## src/rtl/ftp_rp_pkg.sv

```systemverilog
// ----------------------------------------------------------------------------
// ftp_rp_pkg
// Types, character constants, code table and character update for the FTP
// reply parser.
// ----------------------------------------------------------------------------
package ftp_rp_pkg;

   localparam logic [7:0] CHAR_CR     = 8'h0D;
   localparam logic [7:0] CHAR_LF     = 8'h0A;
   localparam logic [7:0] CHAR_SPACE  = 8'h20;
   localparam logic [7:0] CHAR_HYPHEN = 8'h2D;
   localparam logic [7:0] CHAR_ZERO   = 8'h30;
   localparam logic [7:0] CHAR_NINE   = 8'h39;

   localparam int NUM_CODES = 48;

   localparam logic [9:0] KNOWN_CODES [NUM_CODES] = '{
      10'd110, 10'd120, 10'd125, 10'd150,
      10'd200, 10'd202, 10'd211, 10'd212, 10'd213, 10'd214, 10'd215, 10'd220,
      10'd221, 10'd225, 10'd226, 10'd227,
      10'd228, 10'd229, 10'd230, 10'd231, 10'd232, 10'd234, 10'd250, 10'd257,
      10'd331, 10'd332, 10'd350,
      10'd421, 10'd425, 10'd426, 10'd430, 10'd434, 10'd450, 10'd451, 10'd452,
      10'd501, 10'd502, 10'd503, 10'd504, 10'd530, 10'd532, 10'd550, 10'd551,
      10'd552, 10'd553,
      10'd631, 10'd632, 10'd633
   };

   typedef enum logic [1:0] {
      ST_COMPLETE  = 2'd0,
      ST_SHORT     = 2'd1,
      ST_BAD_SEP   = 2'd2,
      ST_TRUNCATED = 2'd3
   } status_type;

   typedef enum logic [1:0] {
      SEP_NONE   = 2'd0,
      SEP_SPACE  = 2'd1,
      SEP_HYPHEN = 2'd2,
      SEP_OTHER  = 2'd3
   } sep_type;

   typedef enum logic [2:0] {
      PH_FIRST = 3'b001,
      PH_CONT  = 3'b010,
      PH_DRAIN = 3'b100
   } phase_type;

   localparam logic [2:0] COL_CODE = 3'd3;
   localparam logic [2:0] COL_MAX  = 3'd4;

   typedef struct packed {
      logic [2:0]      column;
      logic [2:0][7:0] chars;
      logic            digits_ok;
      sep_type         sep_kind;
      logic            prefix_match;
   } line_type;

   localparam line_type LINE_CLEAR = '{
      column: 3'd0, chars: '0, digits_ok: 1'b1, sep_kind: SEP_NONE,
      prefix_match: 1'b1
   };

   function automatic logic code_is_known(input logic [9:0] code);
      logic hit;
      hit = 1'b0;
      for (int i = 0; i < NUM_CODES; i++) begin
         if (KNOWN_CODES[i] == code) begin
            hit = 1'b1;
         end
      end
      return hit;
   endfunction

   function automatic line_type feed_char(input line_type s, input logic first,
                                          input logic [7:0] c);
      line_type r;
      r = s;
      if (first) begin
         if (s.column < COL_CODE) begin
            r.chars[s.column[1:0]] = c;
            if (c < CHAR_ZERO || c > CHAR_NINE) begin
               r.digits_ok = 1'b0;
            end
         end else if (s.column == COL_CODE) begin
            if (c == CHAR_SPACE) begin
               r.sep_kind = SEP_SPACE;
            end else if (c == CHAR_HYPHEN) begin
               r.sep_kind = SEP_HYPHEN;
            end else begin
               r.sep_kind = SEP_OTHER;
            end
         end
      end else if (s.column < COL_CODE && c != s.chars[s.column[1:0]]) begin
         r.prefix_match = 1'b0;
      end
      if (s.column < COL_MAX) begin
         r.column = s.column + 3'd1;
      end
      return r;
   endfunction

endpackage

```

## src/rtl/ftp_reply_parser_top.sv

```systemverilog
// ----------------------------------------------------------------------------
// ftp_reply_parser_top
// Byte-wide FTP reply parser: finds the reply code, single or multi-line
// form and line count, and reports one result per reply.
// ----------------------------------------------------------------------------
//  channel  | dir | handshake             | payload
//  req      | in  | req_tvalid/req_tready | tdata: byte_in; tlast: buffer_end
//  rsp      | out | rsp_tvalid/rsp_tready | tdata: status, reply_code,
//           |     |                       |   code_known, is_multiline,
//           |     |                       |   line_total
//
//  One request per cycle; the parse state updates in the accepting cycle and
//  a result shows in the output register on the next cycle.
//  Throughput is set by the single result register: requests stall only while
//  a result waits and rsp_tready is low.
//  Synchronous reset returns the parser to the start of a reply.
// ----------------------------------------------------------------------------
module ftp_reply_parser_top #(
   parameter int LINE_COUNT_BITS = 16
) (
   input  logic        clock,
   input  logic        reset,
   input  logic        req_tvalid,
   output logic        req_tready,
   input  logic [7:0]  req_tdata,   // [7:0] byte_in
   input  logic        req_tlast,   // buffer_end
   output logic        rsp_tvalid,
   input  logic        rsp_tready,
   output logic [31:0] rsp_tdata    // [1:0] status, [11:2] reply_code,
                                    // [12] code_known, [13] is_multiline,
                                    // [29:14] line_total, [31:30] zero
);
   import ftp_rp_pkg::*;

   localparam int CntW = (LINE_COUNT_BITS < 16) ? LINE_COUNT_BITS : 16;
   localparam logic [CntW-1:0] CntMax = '1;

   phase_type        phase_ff, phase_in;
   line_type         line_ff, line_in;
   logic             cr_ff, cr_in;
   logic [CntW-1:0]  cnt_ff, cnt_in;

   logic             rsp_valid_ff, rsp_valid_in;
   logic [31:0]      rsp_data_ff, rsp_data_in;

   logic             accept;
   logic             emit;
   status_type       res_status;
   logic [9:0]       res_code;
   logic             res_ml;
   logic [CntW-1:0]  res_lines;

   assign req_tready = !rsp_valid_ff || rsp_tready;
   assign accept     = req_tvalid && req_tready;
   assign rsp_tvalid = rsp_valid_ff;
   assign rsp_tdata  = rsp_data_ff;

   always_comb begin
      line_type        ln;
      logic            end_now;
      logic            first;
      logic [9:0]      code;
      logic [CntW-1:0] cnt_next;

      phase_in   = phase_ff;
      line_in    = line_ff;
      cr_in      = cr_ff;
      cnt_in     = cnt_ff;
      emit       = 1'b0;
      res_status = ST_COMPLETE;
      res_code   = '0;
      res_ml     = 1'b0;
      res_lines  = '0;
      ln         = line_ff;
      end_now    = 1'b0;
      first      = (phase_ff == PH_FIRST);
      code       = '0;
      cnt_next   = cnt_ff;

      if (accept) begin
         if (phase_ff == PH_DRAIN) begin
            if (req_tlast) begin
               phase_in = PH_FIRST;
               line_in  = LINE_CLEAR;
               cr_in    = 1'b0;
               cnt_in   = '0;
            end
         end else begin
            if (cr_ff) begin
               cr_in = 1'b0;
               if (req_tdata == CHAR_LF) begin
                  end_now = 1'b1;
               end else begin
                  ln = feed_char(ln, first, CHAR_CR);
               end
            end
            if (!end_now) begin
               if (req_tdata == CHAR_CR && !req_tlast) begin
                  cr_in = 1'b1;
               end else begin
                  ln      = feed_char(ln, first, req_tdata);
                  end_now = req_tlast;
               end
            end
            line_in = ln;

            if (end_now) begin
               if (ln.digits_ok && ln.column >= COL_CODE) begin
                  code = 10'(ln.chars[0][3:0]) * 10'd100
                       + 10'(ln.chars[1][3:0]) * 10'd10
                       + 10'(ln.chars[2][3:0]);
               end
               if (first) begin
                  if (ln.column < COL_CODE || !ln.digits_ok) begin
                     emit       = 1'b1;
                     res_status = ST_SHORT;
                  end else if (ln.sep_kind == SEP_SPACE) begin
                     emit      = 1'b1;
                     res_code  = code;
                     res_lines = CntW'(1);
                  end else if (ln.sep_kind == SEP_HYPHEN) begin
                     if (req_tlast) begin
                        emit       = 1'b1;
                        res_status = ST_TRUNCATED;
                        res_code   = code;
                        res_ml     = 1'b1;
                        res_lines  = CntW'(1);
                     end else begin
                        phase_in             = PH_CONT;
                        cnt_in               = CntW'(1);
                        line_in.column       = '0;
                        line_in.prefix_match = 1'b1;
                     end
                  end else begin
                     emit       = 1'b1;
                     res_status = ST_BAD_SEP;
                     res_code   = code;
                  end
               end else begin
                  if (cnt_ff != CntMax) begin
                     cnt_next = cnt_ff + CntW'(1);
                  end
                  if (ln.column >= COL_CODE && ln.prefix_match) begin
                     emit      = 1'b1;
                     res_code  = code;
                     res_ml    = 1'b1;
                     res_lines = cnt_next;
                  end else if (req_tlast) begin
                     emit       = 1'b1;
                     res_status = ST_TRUNCATED;
                     res_code   = code;
                     res_ml     = 1'b1;
                     res_lines  = cnt_next;
                  end else begin
                     cnt_in               = cnt_next;
                     line_in.column       = '0;
                     line_in.prefix_match = 1'b1;
                  end
               end

               if (emit) begin
                  phase_in = req_tlast ? PH_FIRST : PH_DRAIN;
                  line_in  = LINE_CLEAR;
                  cr_in    = 1'b0;
                  cnt_in   = '0;
               end
            end
         end
      end
   end

   always_comb begin
      logic known;
      known        = (res_status != ST_SHORT) && code_is_known(res_code);
      rsp_valid_in = rsp_valid_ff && !rsp_tready;
      rsp_data_in  = rsp_data_ff;
      if (emit) begin
         rsp_valid_in = 1'b1;
         rsp_data_in  = {2'b00, 16'(res_lines), res_ml, known, res_code, res_status};
      end
   end

   always_ff @(posedge clock) begin
      if (reset) begin
         phase_ff     <= PH_FIRST;
         line_ff      <= LINE_CLEAR;
         cr_ff        <= 1'b0;
         cnt_ff       <= '0;
         rsp_valid_ff <= 1'b0;
      end else begin
         phase_ff     <= phase_in;
         line_ff      <= line_in;
         cr_ff        <= cr_in;
         cnt_ff       <= cnt_in;
         rsp_valid_ff <= rsp_valid_in;
      end
   end

   always_ff @(posedge clock) begin
      rsp_data_ff <= rsp_data_in;
   end

endmodule

```

## config.mk

```make
export PLATFORM = sky130hd
export DESIGN_NAME = ftp_reply_parser_top
export DESIGN_NICKNAME = d
export VERILOG_FILES = /design/src/rtl/ftp_rp_pkg.sv /design/src/rtl/ftp_reply_parser_top.sv
export SDC_FILE = /design/constraint.sdc
export NUM_CORES = 1
export LEC_CHECK = 0
export ABC_AREA = 1
export BUFFER_PORTS_ARGS = -buffer_cell sky130_fd_sc_hd__buf_2
export CAP_MARGIN = 5
export CORE_UTILIZATION = 55
export CTS_CLUSTER_SIZE = 12
export DETAILED_ROUTE_END_ITERATION = 10
export PLACE_DENSITY = 0.75
export SLEW_MARGIN = 10
export SYNTH_ARGS = -nofsm -noshare
export SYNTH_HDL_FRONTEND = slang
export SYNTH_SLANG_ARGS = --single-unit
```

## constraint.sdc

```tcl
create_clock -name clock -period 6.7 [get_ports clock]
set_clock_uncertainty 0.1 [all_clocks]
set_input_delay 0.335 -clock clock [delete_from_list [all_inputs] [get_ports clock]]
set_output_delay 0.335 -clock clock [all_outputs]
set_load 0.02 [all_outputs]
```

Yosys cells after proc, flatten, opt, wreduce, memory -nomap -nowiden:

Index checks and enable logic that the tools add are counted.
W data, S select, Z words.

* bits of input ports: 13
* logic and storage cells: 310
* output and inout bits: 34
* bits in registers: 82

* bitwise operators: 5
* reductions and logical operators: 24
* add/sub/neg operators: 5
* $mul: 2
* muxes and demuxes: 177
* order comparisons: 12
* equal/unequal tests: 72

Operators with widths (count)
* $mux W31: 12
* $mux W16: 15
* $eq A8 B10 Y1 const A: 20
* $eq A9 B10 Y1 const A: 16
* $mux W10: 10
* $mux W1: 95
* $eq A10 B10 Y1 const A: 9
* $mux W27: 2
* $mux W3: 18
* $mux W25: 2
* $bmux W8 S2: 2
* $demux W8 S2: 2
* $mux W8: 4
* $eq A7 B10 Y1 const A: 3
* $mux W2: 14
* $bwmux W24: 1
* $add A16 B1 Y16 const B: 1
* $eq A8 B4 Y1 const B: 2
* $eq A8 B6 Y1 const B: 2
* $ne A16 B16 Y1 const B: 1
* $and A15 B15 Y15: 1
* $not A15 Y15: 1
* $ne A4 B3 Y1 const B: 3
* $add A10 B4 Y10: 1
* 35 further kinds: 60

Depth between registers and ports, before layout:

* depth after elaboration: 85
* mapped depth: 36

Worst setup path after synthesis:

No wires, ideal clock.

* path kind: register -> register
* start point: register line_ff[28] in the netlist's numbering
* end point: register rsp_data_ff[12], in the netlist rsp_tdata[12], data pin
* clock period less this slack: 5307 ps
* required time: 6348 ps
* stages on the path, launching flop included: 31
* arrival: 4955 ps
* buffers on the path: 2
* path slack: 1393 ps
* path through: dfxtp_1 buf_2 inv_1 ha_1 o21ai_2 buf_6 ha_1 nand3_1 o21ai_0 ha_1 ha_1 inv_1 fa_1 inv_1 ha_1 ha_1 a21oi_1 and2_1 inv_1 nand2_1 nand4_1 nor2_1 nand2_1 nand2_1 nor2_1 a21oi_1 nand3_1 nand2_1 clkinv_1 nand2_1 nand2_1

* word-level cells in the longest chain between the ends: 81

RTL lines
* start: declaration: RTL line ftp_reply_parser_top.sv:39 `line_type line_ff, line_in;`
* start signal: assignment: RTL line ftp_reply_parser_top.sv:192 `line_ff <= line_in;`
* $lt A2 B3 Y1 (not written as such) or $ge A2 B1 Y1 (tied branches): RTL line ftp_rp_pkg.sv:82 `r.chars[s.column[1:0]] = c;`
* $logic_and A1 B1 Y1 (not written as such): RTL line ftp_rp_pkg.sv:82
* $mux W8 (not written as such): RTL line ftp_rp_pkg.sv:82
* $demux W8 S2: RTL line ftp_rp_pkg.sv:82
* $not A15 Y15 (no source line)
* $and A15 B15 Y15 (no source line)
* $mux W25: RTL line ftp_rp_pkg.sv:81 `if (s.column < COL_CODE) begin`
* $mux W27: RTL line ftp_rp_pkg.sv:80 `if (first) begin`
* [18 not listed]
* $mux W10: RTL line ftp_reply_parser_top.sv:114 `if (ln.column < COL_CODE || !ln.digits_ok) begin`
* $mux W10: RTL line ftp_reply_parser_top.sv:113 `if (first) begin`
* $mux W10: RTL line ftp_reply_parser_top.sv:107 `if (end_now) begin`
* $mux W10: RTL line ftp_reply_parser_top.sv:81 `if (phase_ff == PH_DRAIN) begin`
* $mux W10: RTL line ftp_reply_parser_top.sv:80 `if (accept) begin`
* $eq A7 B10 Y1: RTL line ftp_rp_pkg.sv:69 `if (KNOWN_CODES[i] == code) begin`
* $mux W1 (48 in a row): RTL line ftp_rp_pkg.sv:69
* $logic_and A1 B1 Y1 (*): RTL line ftp_reply_parser_top.sv:174 `known = (res_status != ST_SHORT) && code_is_known(res_code);`
* end signal: assignment: RTL line ftp_reply_parser_top.sv:200 `rsp_data_ff <= rsp_data_in;`
* end: declaration: RTL line ftp_reply_parser_top.sv:44 `logic [31:0] rsp_data_ff, rsp_data_in;`

Every way passes the cells marked *. The select of a mux whose other input is x is not followed.
A chain may end at the register's enable or synchronous reset.

Worst setup path in the final report:

* start point: register cr_ff
* end point: register rsp_data_ff[12], in the netlist rsp_tdata[12], data pin

* word-level cells in the longest chain between the ends: 76

RTL lines
* start: declaration: RTL line ftp_reply_parser_top.sv:40 `logic cr_ff, cr_in;`
* start signal: assignment: RTL line ftp_reply_parser_top.sv:193 `cr_ff <= cr_in;`
* $mux W31: RTL line ftp_reply_parser_top.sv:89 `if (cr_ff) begin`
* $mux W31: RTL line ftp_reply_parser_top.sv:81
* $mux W31: RTL line ftp_reply_parser_top.sv:80
* $lt A2 B3 Y1 (not written as such) or $ge A2 B1 Y1 (tied branches): RTL line ftp_rp_pkg.sv:82
* $logic_and A1 B1 Y1 (not written as such): RTL line ftp_rp_pkg.sv:82
* $mux W8 (not written as such): RTL line ftp_rp_pkg.sv:82
* $demux W8 S2: RTL line ftp_rp_pkg.sv:82
* $bwmux W24: RTL line ftp_rp_pkg.sv:82
* [13 not listed]
* $mux W10: RTL line ftp_reply_parser_top.sv:114
* $mux W10: RTL line ftp_reply_parser_top.sv:113
* $mux W10: RTL line ftp_reply_parser_top.sv:107
* $mux W10: RTL line ftp_reply_parser_top.sv:81
* $mux W10: RTL line ftp_reply_parser_top.sv:80
* $eq A7 B10 Y1: RTL line ftp_rp_pkg.sv:69
* $mux W1 (48 in a row): RTL line ftp_rp_pkg.sv:69
* $logic_and A1 B1 Y1 (*): RTL line ftp_reply_parser_top.sv:174

Mark *: on every way between the ends. The rest lies on a longest branch, timed or not. The select of a mux whose other input is x is not followed.

==> impl_results.md <==
* Starting density of the core at 57.4%
* ANT cells at 0
* Switch Pwr at 0.462 mW
* Most frequent cell on the critical path: nand2_1
* Synth warnings at 0
* Max-cap violations at 0
* Final hold violation count at 0
* Hold Path Class: in2reg
* Max incr delay on CP at 0.65 ns
* IO buf count at 44
* Leak at 3.30 nW
* CTS tree: done
* Vias in the first global route at 5704
* First-pass DRT Iterations at 5
* Clock Path Buffers at 2
* Comb power frac at 24.5%
* Die Ht at 109 µm
* # H-tree levels at 3
* Post-route insts no fill at 1105
* Sequential share of power at 39.9%
* Worst setup slack after layout at 0.725 ns
* Final Max Slew Viols at 0
* Avg Vias per Cell at 5.62
* Residual DRC count at 0
* Power Dens Cells at 198 mW/mm²
* Switch share at 33.6%
* RSZ-0062 raised after global routing: false
* Crit-path slowest cell: dfxtp_1
* Post-place setup slack at 0.387 ns
* Ys flop type: dfxtp_1
* Async SR Flop Fraction at 0%
* I/O pins at 47
* Post-synthesis register bit count at 82
* Relative slew margins at 45.2%
* Int Pwr at 0.911 mW
* DIE AREA at 0.0119 mm²
* All-Layer GR Usage at 29.5%
* Vias at 6212
* Hpwl dp at 12.1 mm
* Crit path kind: reg2reg
* Post-Syn Area at 0.00633 mm²
* Max frequency at 167 MHz
* ANT nets after route at 0
* EDFF count, synth at 30
* Syn Inst Count at 924
* Core Footprint at 0.0110 mm²
* CTS clock-pin slew for the worst setup and hold paths at 0.07 ns
* Clock share of power at 35.7%
* Slew of the pin with the lowest slew margin at 0.823 ns
* CP Max Fanout at 16
* Maximum number of pins on one net before global-route repair at 43
* Initial DRC count at 439
* Final wirelength at 16.6 mm
* Worst-skew pair later-pin latency at 0.35 ns
* Setup Total Neg Slack at 0 ns
* Post-synthesis cell type count at 51
* Syn_area_per_cell at 6.85 µm²
* First-pass GRT wire length at 27.1 mm
* Yosys top cell area share at 16.5%
* Die Width at 109 µm
* Critical Path AT at 6.10 ns
* CTS Buf Count at 9
* Number of cells after detailed placement at 1086
* Share of layout cells above drive strength 1 at 14.4%
* Nets@finish at 1008
* Final core utilization at 62.8%
* Number of clock sinks at 82
* CTS root buf: clkbuf_16
* DR WL/cell at 15.1 µm
* Required @ worst endpoint at 6.82 ns
* Min Tclk post-route at 5.98 ns
* Placer Congestion at 0.957
* Total grt overflow at 0
* Hold buffer count at cts at 0
* Status: complete, no violations
* Final setup vio count at 0
* Max VDD drop at 0.000160 V
* Initial antenna violation count at 0
* Post-synthesis sequential area ratio at 30.7%
* Row cnt at 38
* Final period util at 89.2%
* Area growth from synthesis to layout at 9.45%
* Startpoint Class: flop
* Fillers at 1040
* Crit. End Element: flop
* Top post-synthesis cells by area: dfxtp_1, edfxtp_1, nand2_1
* Synth area leader: dfxtp_1
==> synthesized netlist by cell type (2+ instances only) <==
cell / count
a211oi_1: 2
a21oi_1: 74
buf_2: 6
buf_4: 2
buf_6: 5
clkbuf_1: 16
clkinv_1: 7
dfxtp_1: 52
edfxtp_1: 30
fa_1: 5
ha_1: 30
inv_1: 103
inv_2: 15
nand2_1: 240
nand2_2: 13
nand2_4: 3
nand3_1: 74
nand3_2: 11
nand3_4: 3
nand3b_1: 3
nand4_1: 13
nand4_2: 3
nor2_1: 85
nor2_2: 7
nor2_4: 3
nor3_1: 17
nor4_1: 8
o2111ai_1: 5
o211ai_1: 11
o21ai_0: 28
o21ai_1: 8
o21ai_2: 5
o22ai_1: 3
o31ai_1: 2
xnor2_1: 6
xor2_1: 11
==> power by group through the flow <==
stage / logic (mW) / clock network [mW] / registers, mW
final: 0.336 / 0.490 / 0.547
after global routing: 0.379 / 0.515 / 0.549
after CTS: 0.333 / 0.494 / 0.547
after detailed placement: 0.329 / 0 / 0.558
after global placement: 0.329 / 0 / 0.557
after floorplan: 0.250 / 0 / 0.566
==> routing by layer <==
layer | global-route usage [%] | vias up | wire [µm]
li1 | - | 3107 | -
met1 | 36.9 | 2785 | 7110
met2 | 50.0 | 270 | 7880
met3 | 3.47 | 50 | 1080
met4 | 14.7 | 0 | 559
met5 | 0 | - | 0
==> worst paths after layout <==
kind                                 from                 endpoint  slack (ns)  depth (start not counted)
setup reg to reg       cr_ff$_SDFFE_PP0P_  rsp_tdata[12]$_DFFE_PP_        0.72                         30
hold / removal                 rsp_tready    rsp_tvalid$_SDFF_PP0_        0.19                          4
hold reg to reg   line_ff[4]$_SDFFE_PP0P_  line_ff[4]$_SDFFE_PP0P_        0.37                          2
setup / recovery       cr_ff$_SDFFE_PP0P_  rsp_tdata[12]$_DFFE_PP_        0.72                         30
==> through the flow <==
stage	total power, mW	instance area (µm²)	hold slack (ns)
after floorplan	0.816	6330	0.335
after global placement	0.886	6610	0.347
after detailed placement	0.887	6610	0.354
after CTS	1.37	6890	0.180
after global routing	1.44	6920	0.239
final	1.37	6920	0.186
==> registers in the layout (all words and copies together), names as in the netlist <==
| name | flops |
|---|---|
| cnt_ff | 16 |
| cr_ff | 1 |
| rsp_tvalid | 1 |
| line_ff | 31 |
| phase_ff | 3 |
| rsp_tdata | 30 |
==> worst max-delay path, delay by kind of cell, from the launching register on <==
family / cells / cell delay, ns
adder cells (fa/ha/maj): 6 / 1.79
buffers and inverters: 4 / 0.36
AO/OA/AOI/OAI: 2 / 0.64
flip-flops: 1 / 0.65
AND/OR/NAND/NOR: 18 / 2.29
==> area by class of cell <==
cell class / instances / area (µm²) / area share (%)
clock buffer: 10 / 239 / 3.45
sequential: 82 / 1940 / 28.0
clock inverter: 6 / 47.5 / 0.687
inverter: 125 / 469 / 6.78
multi-input combinational: 688 / 3760 / 54.2
timing repair buffer: 54 / 295 / 4.26
tap: 140 / 175 / 2.53
==> cells by family after synthesis <==
logic type | Yosys count | share of synthesized area, %
AO/OA/AOI/OAI | 145 | 13.1
buffers and inverters | 155 | 10.2
adder cells (fa/ha/maj) | 35 | 7.52
other | 1 | 0.0593
multiplexers | 1 | 0.158
flip-flops | 82 | 30.7
AND/OR/NAND/NOR | 488 | 35.9
XOR/XNOR | 17 | 2.35
==> layout by cell type, fill, tap and decap left out, types with 8 or more instances in the layout <==
| master | instances |
|---|---|
| nand2_1 | 240 |
| inv_1 | 103 |
| nor2_1 | 84 |
| nand3_1 | 74 |
| a21oi_1 | 74 |
| dfxtp_1 | 52 |
| buf_2 | 44 |
| ha_1 | 30 |
| edfxtp_1 | 30 |
| o21ai_0 | 28 |
| nor3_1 | 17 |
| inv_2 | 15 |
| nand2_2 | 13 |
| nand4_1 | 13 |
| nand3_2 | 11 |
| xor2_1 | 11 |
| o211ai_1 | 11 |
| buf_4 | 10 |
| clkbuf_16 | 9 |
| nor2_2 | 8 |
| nor4_1 | 8 |
==> repair_timing <==
item	4_1_cts	5_1_grt
setup endpoints to repair	0	1
setup buffers	0	3
resized for setup	0	1
No activity file was read; power rests on OpenSTA's default activity.
